## src/design/assert_macros.svh

```systemverilog
// Assertion macros shared by the deframer RTL.
// Each macro expects clk and rst_n in scope.
`ifndef ASSERT_MACROS_SVH
`define ASSERT_MACROS_SVH

// Property holds in the same cycle as its antecedent.
`define ASSERT_IMPL(lbl, ante, cons, msg) \
  lbl: assert property (@(posedge clk) disable iff (!rst_n) (ante) |-> (cons)) else $error(msg);

// Property holds in the cycle after its antecedent.
`define ASSERT_NEXT(lbl, ante, cons, msg) \
  lbl: assert property (@(posedge clk) disable iff (!rst_n) (ante) |=> (cons)) else $error(msg);

`endif

```

## src/design/wsd_pkg.sv

```systemverilog
// ----------------------------------------------------------------------------
// wsd_pkg
// Types and constants shared by the frame deframer modules.
// ----------------------------------------------------------------------------
package wsd_pkg;

  // One received byte of the frame buffer
  typedef struct packed {
    logic [7:0] in_byte;
    logic       buffer_last;
  } in_item_t;

  // One result item
  typedef struct packed {
    logic [7:0] payload_byte;
    logic       byte_valid;
    logic       frame_done;
    logic [1:0] status;
  } out_item_t;

  // Parser result with its presence flag
  typedef struct packed {
    logic      have;
    out_item_t item;
  } res_t;

  // Header parse phases
  typedef enum logic [5:0] {
    PH_FIRST = 6'b000001,
    PH_CODE  = 6'b000010,
    PH_EXT   = 6'b000100,
    PH_KEY   = 6'b001000,
    PH_DATA  = 6'b010000,
    PH_TAIL  = 6'b100000
  } phase_t;

  // Status codes
  localparam logic [1:0] STATUS_OK    = 2'd0;
  localparam logic [1:0] STATUS_SHORT = 2'd1;
  localparam logic [1:0] STATUS_OVER  = 2'd2;

  // Header constants
  localparam logic [6:0]  LEN_CODE_EXT16  = 7'd126;
  localparam logic [6:0]  LEN_CODE_EXT64  = 7'd127;
  localparam logic [3:0]  EXT16_BYTES     = 4'd2;
  localparam logic [3:0]  EXT64_BYTES     = 4'd8;
  localparam logic [3:0]  KEY_BYTES       = 4'd4;
  localparam logic [15:0] MAX_PAYLOAD_RST = 16'd4095;

endpackage

```

## src/design/wsd_in_reg.sv

```systemverilog
// ----------------------------------------------------------------------------
// wsd_in_reg
// Input register: captures one item and holds it until the parser steps.
// ----------------------------------------------------------------------------
module wsd_in_reg import wsd_pkg::*; (
  input  logic     clk,
  input  logic     rst_n,
  input  logic     in_valid,
  output logic     in_ready,
  input  in_item_t in_data,
  input  logic     step,
  output logic     item_valid,
  output in_item_t item
);

  logic     valid_r;
  logic     valid_nxt;
  in_item_t item_r;

  // Free when empty or when the held item moves on this cycle
  assign in_ready = !valid_r || step;

  always_comb begin
    valid_nxt = valid_r;
    if (step) begin
      valid_nxt = 1'b0;
    end
    if (in_valid && in_ready) begin
      valid_nxt = 1'b1;
    end
  end

  // Hold control state
  always_ff @(posedge clk) begin
    if (!rst_n) begin
      valid_r <= 1'b0;
    end else begin
      valid_r <= valid_nxt;
    end
  end

  // Capture payload on accept
  always_ff @(posedge clk) begin
    if (in_valid && in_ready) begin
      item_r <= in_data;
    end
  end

  assign item_valid = valid_r;
  assign item       = item_r;

endmodule

```

## src/design/wsd_parser.sv

```systemverilog
// ----------------------------------------------------------------------------
// wsd_parser
// Frame header state machine and payload unmasking, one byte per step.
// ----------------------------------------------------------------------------
module wsd_parser import wsd_pkg::*; (
  input  logic        clk,
  input  logic        rst_n,
  input  logic        cfg_we,
  input  logic [15:0] cfg_wdata,
  input  logic        step,
  input  in_item_t    item,
  output res_t        res
);

`include "assert_macros.svh"

  phase_t      phase_r, phase_nxt;
  logic [3:0]  hc_r, hc_nxt;
  logic        mask_r, mask_nxt;
  logic [15:0] len_lo_r, len_lo_nxt;
  logic        len_hi_r, len_hi_nxt;
  logic [7:0]  key_r [4];
  logic [7:0]  key_nxt [4];
  logic [15:0] left_r, left_nxt;
  logic [1:0]  kidx_r, kidx_nxt;
  logic [15:0] max_r;

  logic [7:0]  b;
  logic [6:0]  code;
  logic        mask_eff;
  logic [15:0] cand_lo;
  logic        cand_hi;
  logic        len_done;
  logic        hdr_done;
  logic [15:0] fin_lo;
  logic        fin_hi;
  logic [1:0]  key_wr;

  assign b    = item.in_byte;
  assign code = b[6:0];

  // Length candidate after this byte
  always_comb begin
    cand_lo = len_lo_r;
    cand_hi = len_hi_r;
    case (phase_r)
      PH_CODE: begin
        // Extended codes start the length from zero
        cand_lo = ((code == LEN_CODE_EXT16) || (code == LEN_CODE_EXT64)) ?
                  16'd0 : {9'd0, code};
        cand_hi = 1'b0;
      end
      PH_EXT: begin
        cand_lo = {len_lo_r[7:0], b};
        cand_hi = len_hi_r || (len_lo_r[15:8] != 8'd0);
      end
      default: begin
        cand_lo = len_lo_r;
        cand_hi = len_hi_r;
      end
    endcase
  end

  assign mask_eff = (phase_r == PH_CODE) ? b[7] : mask_r;
  assign len_done = ((phase_r == PH_CODE) && (code != LEN_CODE_EXT16) &&
                     (code != LEN_CODE_EXT64)) ||
                    ((phase_r == PH_EXT) && (hc_r == 4'd1));
  assign hdr_done = (len_done && !mask_eff) ||
                    ((phase_r == PH_KEY) && (hc_r == 4'd1));
  assign fin_lo   = (phase_r == PH_KEY) ? len_lo_r : cand_lo;
  assign fin_hi   = (phase_r == PH_KEY) ? len_hi_r : cand_hi;
  // Key byte slot counts up as the remaining count goes 4, 3, 2, 1
  assign key_wr   = 2'(~hc_r[1:0] + 2'd1);

  // Advance the parse state for one byte
  always_comb begin
    phase_nxt  = phase_r;
    hc_nxt     = hc_r;
    mask_nxt   = mask_r;
    len_lo_nxt = cand_lo;
    len_hi_nxt = cand_hi;
    key_nxt    = key_r;
    left_nxt   = left_r;
    kidx_nxt   = kidx_r;
    res        = '0;

    case (phase_r)
      PH_FIRST: begin
        phase_nxt = PH_CODE;
      end
      PH_CODE: begin
        mask_nxt = b[7];
        if (code == LEN_CODE_EXT16) begin
          hc_nxt    = EXT16_BYTES;
          phase_nxt = PH_EXT;
        end else if (code == LEN_CODE_EXT64) begin
          hc_nxt    = EXT64_BYTES;
          phase_nxt = PH_EXT;
        end
      end
      PH_EXT: begin
        hc_nxt = 4'(hc_r - 4'd1);
      end
      PH_KEY: begin
        key_nxt[key_wr] = b;
        hc_nxt          = 4'(hc_r - 4'd1);
      end
      PH_DATA: begin
        res.have              = 1'b1;
        res.item.byte_valid   = 1'b1;
        res.item.payload_byte = mask_r ? (b ^ key_r[kidx_r]) : b;
        kidx_nxt              = 2'(kidx_r + 2'd1);
        left_nxt              = 16'(left_r - 16'd1);
        if (left_r == 16'd1) begin
          res.item.frame_done = 1'b1;
          phase_nxt           = PH_TAIL;
        end
      end
      default: begin
        phase_nxt = PH_TAIL;
      end
    endcase

    // Length known: fetch the key when masked
    if (len_done && mask_eff) begin
      hc_nxt    = KEY_BYTES;
      phase_nxt = PH_KEY;
    end

    // Header complete: check capacity and start the payload
    if (hdr_done) begin
      if (fin_hi || (fin_lo > max_r)) begin
        res.have            = 1'b1;
        res.item.frame_done = 1'b1;
        res.item.status     = STATUS_OVER;
        phase_nxt           = PH_TAIL;
      end else if (fin_lo == 16'd0) begin
        res.have            = 1'b1;
        res.item.frame_done = 1'b1;
        res.item.status     = STATUS_OK;
        phase_nxt           = PH_TAIL;
      end else begin
        left_nxt  = fin_lo;
        kidx_nxt  = 2'd0;
        phase_nxt = PH_DATA;
      end
    end

    // Buffer end: flag an unfinished or oversized frame as short, then expect a new one
    if (item.buffer_last) begin
      if ((phase_nxt != PH_TAIL) || (res.item.status == STATUS_OVER)) begin
        res.have            = 1'b1;
        res.item.frame_done = 1'b1;
        res.item.status     = STATUS_SHORT;
      end
      phase_nxt = PH_FIRST;
    end
  end

  // Hold control state
  always_ff @(posedge clk) begin
    if (!rst_n) begin
      phase_r  <= PH_FIRST;
      hc_r     <= 4'd0;
      mask_r   <= 1'b0;
      len_lo_r <= 16'd0;
      len_hi_r <= 1'b0;
      left_r   <= 16'd0;
      kidx_r   <= 2'd0;
    end else if (step) begin
      phase_r  <= phase_nxt;
      hc_r     <= hc_nxt;
      mask_r   <= mask_nxt;
      len_lo_r <= len_lo_nxt;
      len_hi_r <= len_hi_nxt;
      left_r   <= left_nxt;
      kidx_r   <= kidx_nxt;
    end
  end

  // Mask key bytes are all rewritten before use
  always_ff @(posedge clk) begin
    if (step) begin
      key_r <= key_nxt;
    end
  end

  // Capacity register
  always_ff @(posedge clk) begin
    if (!rst_n) begin
      max_r <= MAX_PAYLOAD_RST;
    end else if (cfg_we) begin
      max_r <= cfg_wdata;
    end
  end

  `ASSERT_IMPL(a_data_only_in_payload, step && res.have && res.item.byte_valid, phase_r == PH_DATA, "payload byte outside payload phase")
  `ASSERT_IMPL(a_key_count_range, phase_r == PH_KEY, (hc_r != 4'd0) && (hc_r <= KEY_BYTES), "key byte count out of range")
  `ASSERT_IMPL(a_payload_left_nonzero, phase_r == PH_DATA, left_r != 16'd0, "payload phase with nothing left")

endmodule

```

## src/design/wsd_out_reg.sv

```systemverilog
// ----------------------------------------------------------------------------
// wsd_out_reg
// Result register: holds one result until the consumer takes it.
// ----------------------------------------------------------------------------
module wsd_out_reg import wsd_pkg::*; (
  input  logic      clk,
  input  logic      rst_n,
  input  logic      item_valid,
  input  res_t      res,
  output logic      step,
  output logic      out_valid,
  input  logic      out_ready,
  output out_item_t out_data
);

`include "assert_macros.svh"

  logic      valid_r;
  logic      valid_nxt;
  out_item_t data_r;
  logic      load;

  // Step the parser when an item is held and the result slot is free or draining
  assign step = item_valid && (!valid_r || out_ready);
  assign load = step && res.have;

  always_comb begin
    valid_nxt = valid_r;
    if (out_ready) begin
      valid_nxt = 1'b0;
    end
    if (load) begin
      valid_nxt = 1'b1;
    end
  end

  // Hold control state
  always_ff @(posedge clk) begin
    if (!rst_n) begin
      valid_r <= 1'b0;
    end else begin
      valid_r <= valid_nxt;
    end
  end

  // Capture result payload
  always_ff @(posedge clk) begin
    if (load) begin
      data_r <= res.item;
    end
  end

  assign out_valid = valid_r;
  assign out_data  = data_r;

  `ASSERT_NEXT(a_load_shows_result, load, valid_r, "loaded result not presented")

endmodule

```

## src/design/websocket_frame_deframer.sv

```systemverilog
// One byte per cycle while the result register is free or draining; the
// header state machine and the unmask XOR are combinational between the
// input and result registers. Header bytes give a result only when they
// end the header of an empty or oversized frame or end the buffer early;
// trailing bytes give none. Reset (synchronous, rst_n low) returns to the
// first header byte, empties both registers and sets max_payload to 4095.
// ----------------------------------------------------------------------------
// websocket_frame_deframer
// Parses frame headers from a byte stream and emits unmasked payload bytes.
// ----------------------------------------------------------------------------
module websocket_frame_deframer import wsd_pkg::*; (
  input  logic        clk,
  input  logic        rst_n,
  input  logic        in_valid,
  output logic        in_ready,
  input  in_item_t    in_data,
  output logic        out_valid,
  input  logic        out_ready,
  output out_item_t   out_data,
  input  logic        cfg_we,
  input  logic [15:0] cfg_wdata
);

  logic     step;
  logic     item_valid;
  in_item_t item;
  res_t     res;

  // Input register
  wsd_in_reg u_in_reg (
    .clk        (clk),
    .rst_n      (rst_n),
    .in_valid   (in_valid),
    .in_ready   (in_ready),
    .in_data    (in_data),
    .step       (step),
    .item_valid (item_valid),
    .item       (item)
  );

  // Header parser and unmask
  wsd_parser u_parser (
    .clk       (clk),
    .rst_n     (rst_n),
    .cfg_we    (cfg_we),
    .cfg_wdata (cfg_wdata),
    .step      (step),
    .item      (item),
    .res       (res)
  );

  // Result register
  wsd_out_reg u_out_reg (
    .clk        (clk),
    .rst_n      (rst_n),
    .item_valid (item_valid),
    .res        (res),
    .step       (step),
    .out_valid  (out_valid),
    .out_ready  (out_ready),
    .out_data   (out_data)
  );

endmodule
```

## config.mk

```make
export PLATFORM = sky130hd
export DESIGN_NAME = websocket_frame_deframer
export DESIGN_NICKNAME = d
export VERILOG_FILES = /design/src/design/wsd_pkg.sv /design/src/design/wsd_in_reg.sv /design/src/design/wsd_parser.sv /design/src/design/wsd_out_reg.sv /design/src/design/websocket_frame_deframer.sv
export VERILOG_INCLUDE_DIRS = /design/src /design/src/design
export SDC_FILE = /design/constraint.sdc
export NUM_CORES = 1
export LEC_CHECK = 0
export BUFFER_PORTS_ARGS = -buffer_cell sky130_fd_sc_hd__buf_4
export CAP_MARGIN = 25
export CORE_UTILIZATION = 55
export CTS_BUF_LIST = sky130_fd_sc_hd__clkbuf_2 sky130_fd_sc_hd__clkbuf_4 sky130_fd_sc_hd__clkbuf_8
export CTS_CLUSTER_DIAMETER = 40
export DETAILED_ROUTE_END_ITERATION = 16
export PLACE_DENSITY_LB_ADDON = 0.2
export SETUP_SLACK_MARGIN = 0.02
export SYNTH_ARGS = -nofsm -noshare
export SYNTH_HDL_FRONTEND = slang
export SYNTH_SLANG_ARGS = --single-unit
```

## constraint.sdc

```tcl
create_clock -name clk -period 9.85 [get_ports clk]
set_input_delay 1.4775 -clock clk [delete_from_list [all_inputs] [get_ports clk]]
set_output_delay 1.4775 -clock clk [all_outputs]
set_load 0.01 [all_outputs]
```

==> flow_summary_export.csv, run 1 <==
group,metric,value,unit
finish,antenna_cells,0,
placed_design,numPortBuffers,43,
pwr,ir_drop,0.115,mV
clock_network,cts_hold_buf,0,
sta,setup_viol,0,
finish,final_design_area_no_fill,6490,um2
drt,routedWlPerCell,18.0,um
yosys,synth_most_common_cell,"nor2_1",
yosys,syn_inst,590,
yosys,synth.largest_area_cell,"edfxtp_1",
finish,drive_above_1_share,0.153,
drt,ant_nets,0,
finish,final_nets,673,
drt,routed_wl,13.8,mm
sta,fin_skew,0.0122,ns
sta,fin_crit_sh,0.464,
placed_design,place_area,6120,um2
clock_network,htreeDepth,4,
worst_setup_path,critical_path_class,"reg2reg",
clock_network,clkTransAtPathRegs,0.07,ns
pwr,finalPower,1.02,mW
clock_network,cts_tree,"done",
sta,worst_pin_slew,0.988,ns
sta,max-slew-margin-rel,0.335,
worst_setup_path,cp-start-kind,"flip-flop",
floorplanning,rows,36,
sta,fin_tns_setup,0,ns
placed_design,dp_hpwl,9.70,mm
drt,routed_via_density,6.01,
pwr,powerDensity,157,nW/um2
yosys,synth_seq_area_share,0.500,
worst_setup_path,critPathRequiredTime,10.19,ns
global_route,grt_antenna_before_repair,0,
global_route,grt_pass1_wl,22.6,mm
pwr,p_leak,2.46,nW
finish,fill_cells,776,
drt,route.detailed.drc,0,
worst_setup_path,arrival,4.91,ns
yosys,ys_types,61,
yosys,synth_edf_count,53,
global_route,grt_overflow_total,0,
floorplanning,initial_core_util,0.578,
global_route,grt_pass1_vias,4392,
drt,num_vias,4600,
yosys,yosys-top-cells-count,"nor2_1, nand2_1, dfxtp_1, edfxtp_1, a21oi_1",
clock_network,clock_latency,0.44,ns
clock_network,cts.repair.resized,0,
global_route,grt_max_degree,42,
clock_network,post-cts-setup-buffer-count,0,
yosys,ys_warn_count,0,
min_path,worstHoldPathType,"reg2reg",
floorplanning,top_level_ports,44,
job,maxCapViolCount,0,
clock_network,numCtsBuffers,17,
sta,max_freq,0.219,GHz
yosys,netlist.area_leader.share,0.277,
yosys,synth-seq-cells,117,
drt,drtPass1Iterations,5,
sta,final_period_minus_worst_setup_slack,4.57,ns
floorplanning,chipWidth,104,um
sta,hold_viol,0,
finish,synthToLayoutAreaGrowth,12.9,%
yosys,synth_nets,643,
yosys,synth.area.top_cells,"edfxtp_1, dfxtp_1, ha_1",
clock_network,cts_root_buffer,"clkbuf_8",
worst_setup_path,end_kind,"flip-flop",
sta,rsz0062_at_grt,"false",
floorplanning,core_area,9950,um2
yosys,synth-main-ff-cell,"dfxtp_1",
worst_setup_path,worstPathMaxFanout,15,
drt,drt_first_iter_violations,349,
yosys,netlist_area,5750,um2
clock_network,cts_buffer_depth,2,
clock_network,clock_sinks,117,
floorplanning,dieArea,10900,um2
global_route,track_usage,0.272,
placed_design,globalplace.congestion,0.900,
yosys,async_flop_share,0,
outcome,status,"completed",
yosys,syn_area_per_cell,9.74,um2
sta,slew_violations,0,
floorplanning,die_height,104,um
[final timing paths]
kind / startpoint / to / slack [ns] / depth (start not counted)
worst max register to register: u_parser.phase_r[4]$_SDFFE_PN0P_ / u_parser.left_r[5]$_SDFFE_PN0P_ / 5.28 / 12
worst max-delay path: u_parser.phase_r[4]$_SDFFE_PN0P_ / u_parser.left_r[5]$_SDFFE_PN0P_ / 5.28 / 12
worst min-delay path: u_parser.left_r[3]$_SDFFE_PN0P_ / u_parser.left_r[3]$_SDFFE_PN0P_ / 0.47 / 2
worst min register to register: u_parser.left_r[3]$_SDFFE_PN0P_ / u_parser.left_r[3]$_SDFFE_PN0P_ / 0.47 / 2
[per-layer routing]
metal	global-route usage	up-vias	wire length [um]
met5	0	-	0
met4	0.105	0	245
met3	0.0695	18	763
met2	0.436	159	6810
met1	0.352	2211	5960
li1	-	2212	-
[registers in the layout, indices dropped and copies added, names as in the netlist]
signal / flops
u_out_reg.out_data: 12
u_in_reg.item_valid: 1
u_parser.hc_r: 4
u_out_reg.out_valid: 1
u_parser.key_r: 32
u_in_reg.item: 9
u_parser.mask_r: 1
u_parser.max_r: 16
u_parser.left_r: 16
u_parser.kidx_r: 2
u_parser.phase_r: 6
u_parser.len_lo_r: 16
u_parser.len_hi_r: 1
[cell type report]
cell class / count / area (um2) / area share
timing repair buffer: 47 / 373 / 0.0574
tap: 133 / 166 / 0.0256
multi-input combinational: 405 / 2590 / 0.399
clock inverter: 13 / 109 / 0.0168
inverter: 32 / 120 / 0.0185
clock buffer: 19 / 262 / 0.0403
sequential: 117 / 2870 / 0.442
[power by group]
part | internal (mW) | leakage, nW | switching [mW]
Sequential | 0.520 | 1.02 | 0.0136
Clock | 0.209 | 0.167 | 0.195
Combinational | 0.0348 | 1.27 | 0.0497
[cell families after synthesis]
family / Yosys count / share of synthesized area
AOI/OAI and AO/OA: 138 / 0.166
xor gates and xnor gates: 9 / 0.0137
adders and majority gates: 23 / 0.0501
buffers and inverters: 68 / 0.0501
DFF: 117 / 0.500
muxes: 14 / 0.0418
and+or+nand+nor: 221 / 0.178
[worst max-delay path, stage by stage (launching register included)]
cell and delay, ns:
dfxtp_1 0.40, or3_1 0.49, nor3_4 0.54, a22o_1 0.30
ha_1 0.26, a2111oi_0 0.47, o21ai_0 0.15, a221oi_1 0.48
nand2_2 0.11, o21ai_2 0.22, and3_1 0.57, o21ai_0 0.19
a32o_1 0.28
[cells in the final DEF (no fill, tap or decap), types with 19 or more instances in the layout]
cell,instances
buf_4,46
nand2_1,67
clkbuf_8,19
inv_1,32
nor3_1,25
nor2_1,71
ha_1,23
edfxtp_1,53
a21oi_1,37
dfxtp_1,64
[metrics by stage]
stage,setup WS [ns],utilization,hold slack [ns],instances
final,5.28,0.652,0.472,766
after global placement,5.50,0.612,0.450,732
after CTS,5.33,0.652,0.473,765
after global routing,5.11,0.652,0.496,766
after floorplan,5.83,-,0.435,590
after detailed placement,5.38,0.614,0.462,733
Note: power is estimated with default switching activity, not from simulation.
==> run 2, diff against run 1 <==
- ABC_AREA: not set -> 1
- clock period: 9.85 -> 4.4 ns (I/O delays scaled with it)
==> run 2 against run 1 <==
Highest routed layer unchanged. Largest power group unchanged. Non-clock buffer count decreased by 1. Critical path type unchanged. Register-to-register slack worse by 4.4 ns. Sequential cell count stayed put. Sequential share of layout area is 2.3 points lower. Setup slack lost 4.4 ns. Design area rose by 5.6%. Via count up 15%. Utilization down 1.7 points. Hold slack got worse by 0.084 ns.
==> flow_summary_export.csv, run 2 <==
group,metric,value,unit
outcome,status,"completed",
placed_design,dp_hpwl,10.0,mm
worst_setup_path,setup.worst_path.start,"u_in_reg.item[5]$_DFFE_PP_",
global_route,track_usage,0.266,
finish,regMostFlops,"u_parser.key_r",
clock_network,cts_buffer_depth,2,
finish,final_nets,845,
finish,largest_reg_flops,32,
drt,ant_nets,0,
yosys,synth_nets,807,
finish,multi_input_area,2670,um2
sta,fin_crit_sh,0.804,
sta,slew_violations,0,
clock_network,post-cts-setup-buffer-count,0,
worst_setup_path,crit_end,"u_out_reg.out_data[11]$_SDFFCE_PN0P_",
worst_setup_path,critPathRequiredTime,4.54,ns
yosys,syn_inst,754,
yosys,ys_warn_count,0,
sta,max-slew-margin-rel,0.467,
finish,stdcell_count,945,
finish,fill_cells,940,
finish,synthToLayoutAreaGrowth,12.7,%
yosys,netlist_area,6080,um2
clock_network,cts_hold_buf,0,
sta,worst_pin_slew,0.797,ns
pwr,p_leak,3.07,nW
clock_network,clock_latency,0.45,ns
yosys,synth_seq_area_share,0.472,
pwr,ir_drop,0.254,mV
floorplanning,top_level_ports,44,
yosys,synth_edf_count,53,
min_path,hold_depth,1,
global_route,grt_antenna_before_repair,0,
clock_network,cts.repair.resized,0,
worst_setup_path,ff2ff_path_depth,20,
worst_setup_path,end_kind,"flip-flop",
sta,hold_viol,0,
sta,rsz0062_at_grt,"false",
drt,drtPass1Iterations,7,
sta,max_freq,0.283,GHz
floorplanning,initial_core_util,0.564,
pwr,powerDensity,349,nW/um2
worst_setup_path,rrSetupSlack,0.86,ns
yosys,synth.largest_area_cell,"edfxtp_1",
placed_design,numPortBuffers,43,
min_path,worstHoldPathType,"in2reg",
worst_setup_path,r2r_start,"u_in_reg.item[5]$_DFFE_PP_",
floorplanning,core_area,10800,um2
floorplanning,chipWidth,107,um
finish,drive_above_1_share,0.138,
worst_setup_path,r2r_end,"u_out_reg.out_data[11]$_SDFFCE_PN0P_",
yosys,async_flop_share,0,
drt,drt_first_iter_violations,410,
global_route,grt_pass1_vias,4876,
drt,routed_wl,14.3,mm
sta,setup_viol,0,
clock_network,clkTransAtPathRegs,0.08,ns
worst_setup_path,arrival,3.68,ns
worst_setup_path,cp-start-kind,"flip-flop",
clock_network,cts_tree,"done",
global_route,grt_overflow_total,0,
yosys,syn_area_per_cell,8.07,um2
yosys,netlist.area_leader.share,0.262,
finish,antenna_cells,0,
yosys,synth.area.top_cells,"edfxtp_1, dfxtp_1, nand2_1",
placed_design,dp_cells,913,
floorplanning,rows,38,
yosys,ys_types,40,
clock_network,htreeDepth,4,
worst_setup_path,worstPathMaxFanout,12,
drt,routedWlPerCell,15.1,um
drt,num_vias,5274,
placed_design,globalplace.congestion,0.870,
global_route,grt_max_degree,47,
yosys,synth-seq-cells,117,
sta,fin_skew,0.0119,ns
clock_network,numCtsBuffers,17,
floorplanning,die_height,107,um
finish,final_cell_mix,"nand2_1, inv_1, nor2_1",
sta,fin_tns_setup,0,ns
yosys,synth_most_common_cell,"nand2_1",
drt,routed_via_density,5.58,
floorplanning,dieArea,11500,um2
global_route,grt_pass1_wl,23.3,mm
worst_setup_path,critical_path_class,"reg2reg",
yosys,yosys-top-cells-count,"nand2_1, inv_1, nor2_1, a21oi_1, dfxtp_1",
finish,layout_commonest_cell,"nand2_1",
finish,seqCellArea,2870,um2
sta,final_period_minus_worst_setup_slack,3.54,ns
job,maxCapViolCount,0,
clock_network,clock_sinks,117,
yosys,synth-main-ff-cell,"dfxtp_1",
clock_network,cts_root_buffer,"clkbuf_8",
drt,route.detailed.drc,0,
## run 2: cell count changes after synthesis, sizes merged, moves of 8 or more
cell | previous run | this run
mux4 | 8 | 0
o21ai | 19 | 66
nand2 | 68 | 134
a21oi | 37 | 71
a22oi | 13 | 1
inv | 32 | 105
nor2 | 71 | 85
a22o | 11 | 0
nand3 | 12 | 48
nor4 | 11 | 3
## run 2: metrics by stage
stage | cell area (um2) | power [mW] | hold WS [ns] | utilization | setup WS, ns
floorplan | 6080 | 1.36 | 0.435 | - | 1.62
global placement | 6460 | 1.42 | 0.460 | 0.599 | 0.949
detailed placement | 6460 | 1.43 | 0.460 | 0.599 | 0.920
CTS | 6860 | 2.40 | 0.371 | 0.635 | 0.874
global route | 6860 | 2.48 | 0.356 | 0.635 | 0.468
finish | 6860 | 2.39 | 0.388 | 0.635 | 0.863
## run 2: area by class of cell
class / count / area share
Clock buffer: 18 / 0.0352
Clock inverter: 14 / 0.0223
Inverter: 105 / 0.0578
Multi-Input combinational cell: 505 / 0.390
Sequential cell: 117 / 0.419
Tap cell: 140 / 0.0255
Timing Repair Buffer: 46 / 0.0504
## run 2: where the power goes
part	switching, mW	internal [mW]	total (mW)	leakage, nW
Clock	0.470	0.513	0.983	0.189
Combinational	0.131	0.0787	0.210	1.86
Sequential	0.0314	1.17	1.20	1.02
Total	0.632	1.76	2.39	3.07
## run 2: logic make-up after synthesis
group,Yosys count,synth area share
buffers and inverters,132,0.0884
AO/OA/AOI/OAI,161,0.142
flip-flops,117,0.472
adder cells (fa/ha/maj),23,0.0473
XOR/XNOR,11,0.0158
AND/OR/NAND/NOR,310,0.234
## run 2: worst min path at each step
stage	start	to
3_3_place_gp	u_parser.max_r[14]$_SDFFE_PN0P_	u_parser.max_r[14]$_SDFFE_PN0P_
6_report	in_data[8]	u_in_reg.item[8]$_DFFE_PP_
2_1_floorplan	u_parser.max_r[0]$_SDFFE_PN1P_	u_parser.max_r[0]$_SDFFE_PN1P_
5_1_grt	in_data[5]	u_in_reg.item[5]$_DFFE_PP_
4_1_cts	in_data[4]	u_in_reg.item[4]$_DFFE_PP_
3_5_place_dp	u_parser.max_r[15]$_SDFFE_PN0P_	u_parser.max_r[15]$_SDFFE_PN0P_
## run 2: layer usage
metal,global-route usage,routed length [um]
met5,0,0
met4,0.110,220
met3,0.0657,1130
met2,0.402,6400
met1,0.363,6520
## run 2: critical path: stages, from the launching register on
cell	delay [ns]
edfxtp_1	0.56
nand2_1	0.08
nor2_1	0.19
nand2_2	0.16
nand3_1	0.12
nand2_1	0.05
nor2_1	0.30
inv_1	0.09
ha_1	0.30
a21oi_1	0.14
o21ai_0	0.09
nand2_1	0.06
nand2_1	0.04
nand2_1	0.06
nand2_1	0.06
a21oi_2	0.29
nand2_1	0.11
nand2_1	0.12
nand3_1	0.08
nand3_1	0.11
inv_1	0.21
==> run 3, diff against run 2 <==
- clock period: 4.4 -> 3.3 ns (I/O delays scaled with it)
==> run 3 against run 2 <==
Critical endpoint is now u_parser.left_r[13]$_SDFFE_PN0P_. Sequential cell count stayed put. Sequential power rose by 33%. Total power grew 44%. Sequential share of layout area decreased by 2.5 points.
==> flow_summary_export.csv, run 3 (synthesis gave the netlist of run 2 again) <==
group,metric,value,unit
global_route,track_usage,0.271,
worst_setup_path,worstPathMaxFanout,12,
pwr,powerDensity,470,nW/um2
sta,rsz0062_at_grt,"true",
clock_network,numCtsBuffers,17,
pwr,p_leak,3.29,nW
sta,final_period_minus_worst_setup_slack,3.09,ns
finish,synthToLayoutAreaGrowth,20.2,%
drt,num_vias,5383,
drt,drt_first_iter_violations,486,
floorplanning,rows,38,
placed_design,post-place-ws,0.0365,ns
worst_setup_path,end_kind,"flip-flop",
clock_network,clock_sinks,117,
floorplanning,core_area,10800,um2
floorplanning,die_height,107,um
placed_design,place_area,6580,um2
sta,fin_skew,0.00891,ns
drt,drtPass1Iterations,6,
drt,ant_nets,0,
clock_network,cts_hold_buf,0,
finish,post-route-util,0.678,
worst_setup_path,cp-start-kind,"flip-flop",
finish,regMostFlops,"u_parser.key_r",
drt,routedWlPerCell,15.1,um
floorplanning,top_level_ports,44,
sta,worst_pin_slew,0.831,ns
sta,fin_crit_sh,0.937,
min_path,hold_depth,1,
finish,final_nets,874,
sta,max-slew-margin-rel,0.444,
placed_design,dp_cells,928,
clock_network,cts_root_buffer,"clkbuf_8",
sta,setup_viol,0,
placed_design,numPortBuffers,43,
worst_setup_path,ff2ff_path_depth,20,
finish,final_design_area_no_fill,7310,um2
clock_network,clock_latency,0.43,ns
drt,routed_via_density,5.53,
global_route,grt_overflow_total,0,
global_route,grt_antenna_before_repair,0,
job,maxCapViolCount,0,
min_path,worstHoldPathType,"in2reg",
finish,drive_above_1_share,0.192,
outcome,status,"completed",
floorplanning,chipWidth,107,um
placed_design,globalplace.congestion,0.900,
placed_design,dp_hpwl,10.2,mm
clock_network,htreeDepth,4,
sta,max_freq,0.323,GHz
finish,stdcell_count,974,
worst_setup_path,critical_path_class,"reg2reg",
sta,hold_viol,0,
pwr,ir_drop,0.299,mV
drt,routed_wl,14.7,mm
sta,fin_ws,0.209,ns
drt,route.detailed.drc,0,
clock_network,clkTransAtPathRegs,0.07,ns
pwr,finalPower,3.43,mW
clock_network,cts_buffer_depth,2,
sta,fin_tns_setup,0,ns
sta,holdWs,0.235,ns
global_route,grt_pass1_vias,4987,
finish,final_cell_mix,"nand2_1, inv_1, nor2_1",
worst_setup_path,arrival,3.45,ns
finish,antenna_cells,0,
worst_setup_path,critPathRequiredTime,3.66,ns
global_route,grt_max_degree,46,
floorplanning,initial_core_util,0.564,
finish,layout_commonest_cell,"nand2_1",
floorplanning,dieArea,11500,um2
clock_network,cts_tree,"done",
global_route,grt_pass1_wl,23.9,mm
finish,largest_reg_flops,32,
sta,slew_violations,0,
-- run 3: worst paths after layout --
path	slack [ns]	end	start
max reg2reg	0.21	u_parser.left_r[13]$_SDFFE_PN0P_	u_parser.phase_r[5]$_SDFFE_PN0P_
min reg2reg	0.47	u_parser.max_r[14]$_SDFFE_PN0P_	u_parser.max_r[14]$_SDFFE_PN0P_
max	0.21	u_parser.left_r[13]$_SDFFE_PN0P_	u_parser.phase_r[5]$_SDFFE_PN0P_
min	0.23	u_in_reg.item[1]$_DFFE_PP_	in_data[1]
-- run 3: cell type report --
cell class | count | area, um2
flip-flops and latches | 117 | 2880
repair buffers | 74 | 611
inverters | 105 | 418
repair inverters | 1 | 7.51
clock inverters | 13 | 204
well taps | 140 | 175
clock buffers | 19 | 255
multi-input cells | 505 | 2770
fillers | 888 | 3480
-- run 3: report_power, final --
part	switching [mW]	total (mW)	internal [mW]	leakage (nW)
clock	0.590	1.52	0.926	0.233
combinational	0.197	0.328	0.131	2.03
sequential	0.0335	1.59	1.56	1.02
-- run 3: critical path, cell delays in order, from the launching register on --
cell and delay (ns):
dfxtp_2 0.34, nor2_4 0.20, nand3_4 0.19, clkinv_8 0.12, buf_4 0.13, nand2_1 0.06
nand2_2 0.09, ha_1 0.25, nand2_1 0.08, inv_1 0.03, o21ai_0 0.14, nand2_1 0.06
a21oi_1 0.17, nand2_1 0.12, a21oi_4 0.24, buf_6 0.14, nand3_4 0.16, clkbuf_16 0.22
nand3b_1 0.08, nand3_1 0.06, a21oi_1 0.15
-- run 3: metal layers --
metal,vias up,routed length (um),GRT usage
li1,2651,-,-
met1,2460,6550,0.385
met2,245,6570,0.406
met3,27,1280,0.0644
met4,0,277,0.0881
met5,-,0,0
-- run 3: repair_timing --
item,in CTS,in global routing
resized for setup,0,41
setup endpoints to repair,0,35
buffers inserted,0,11
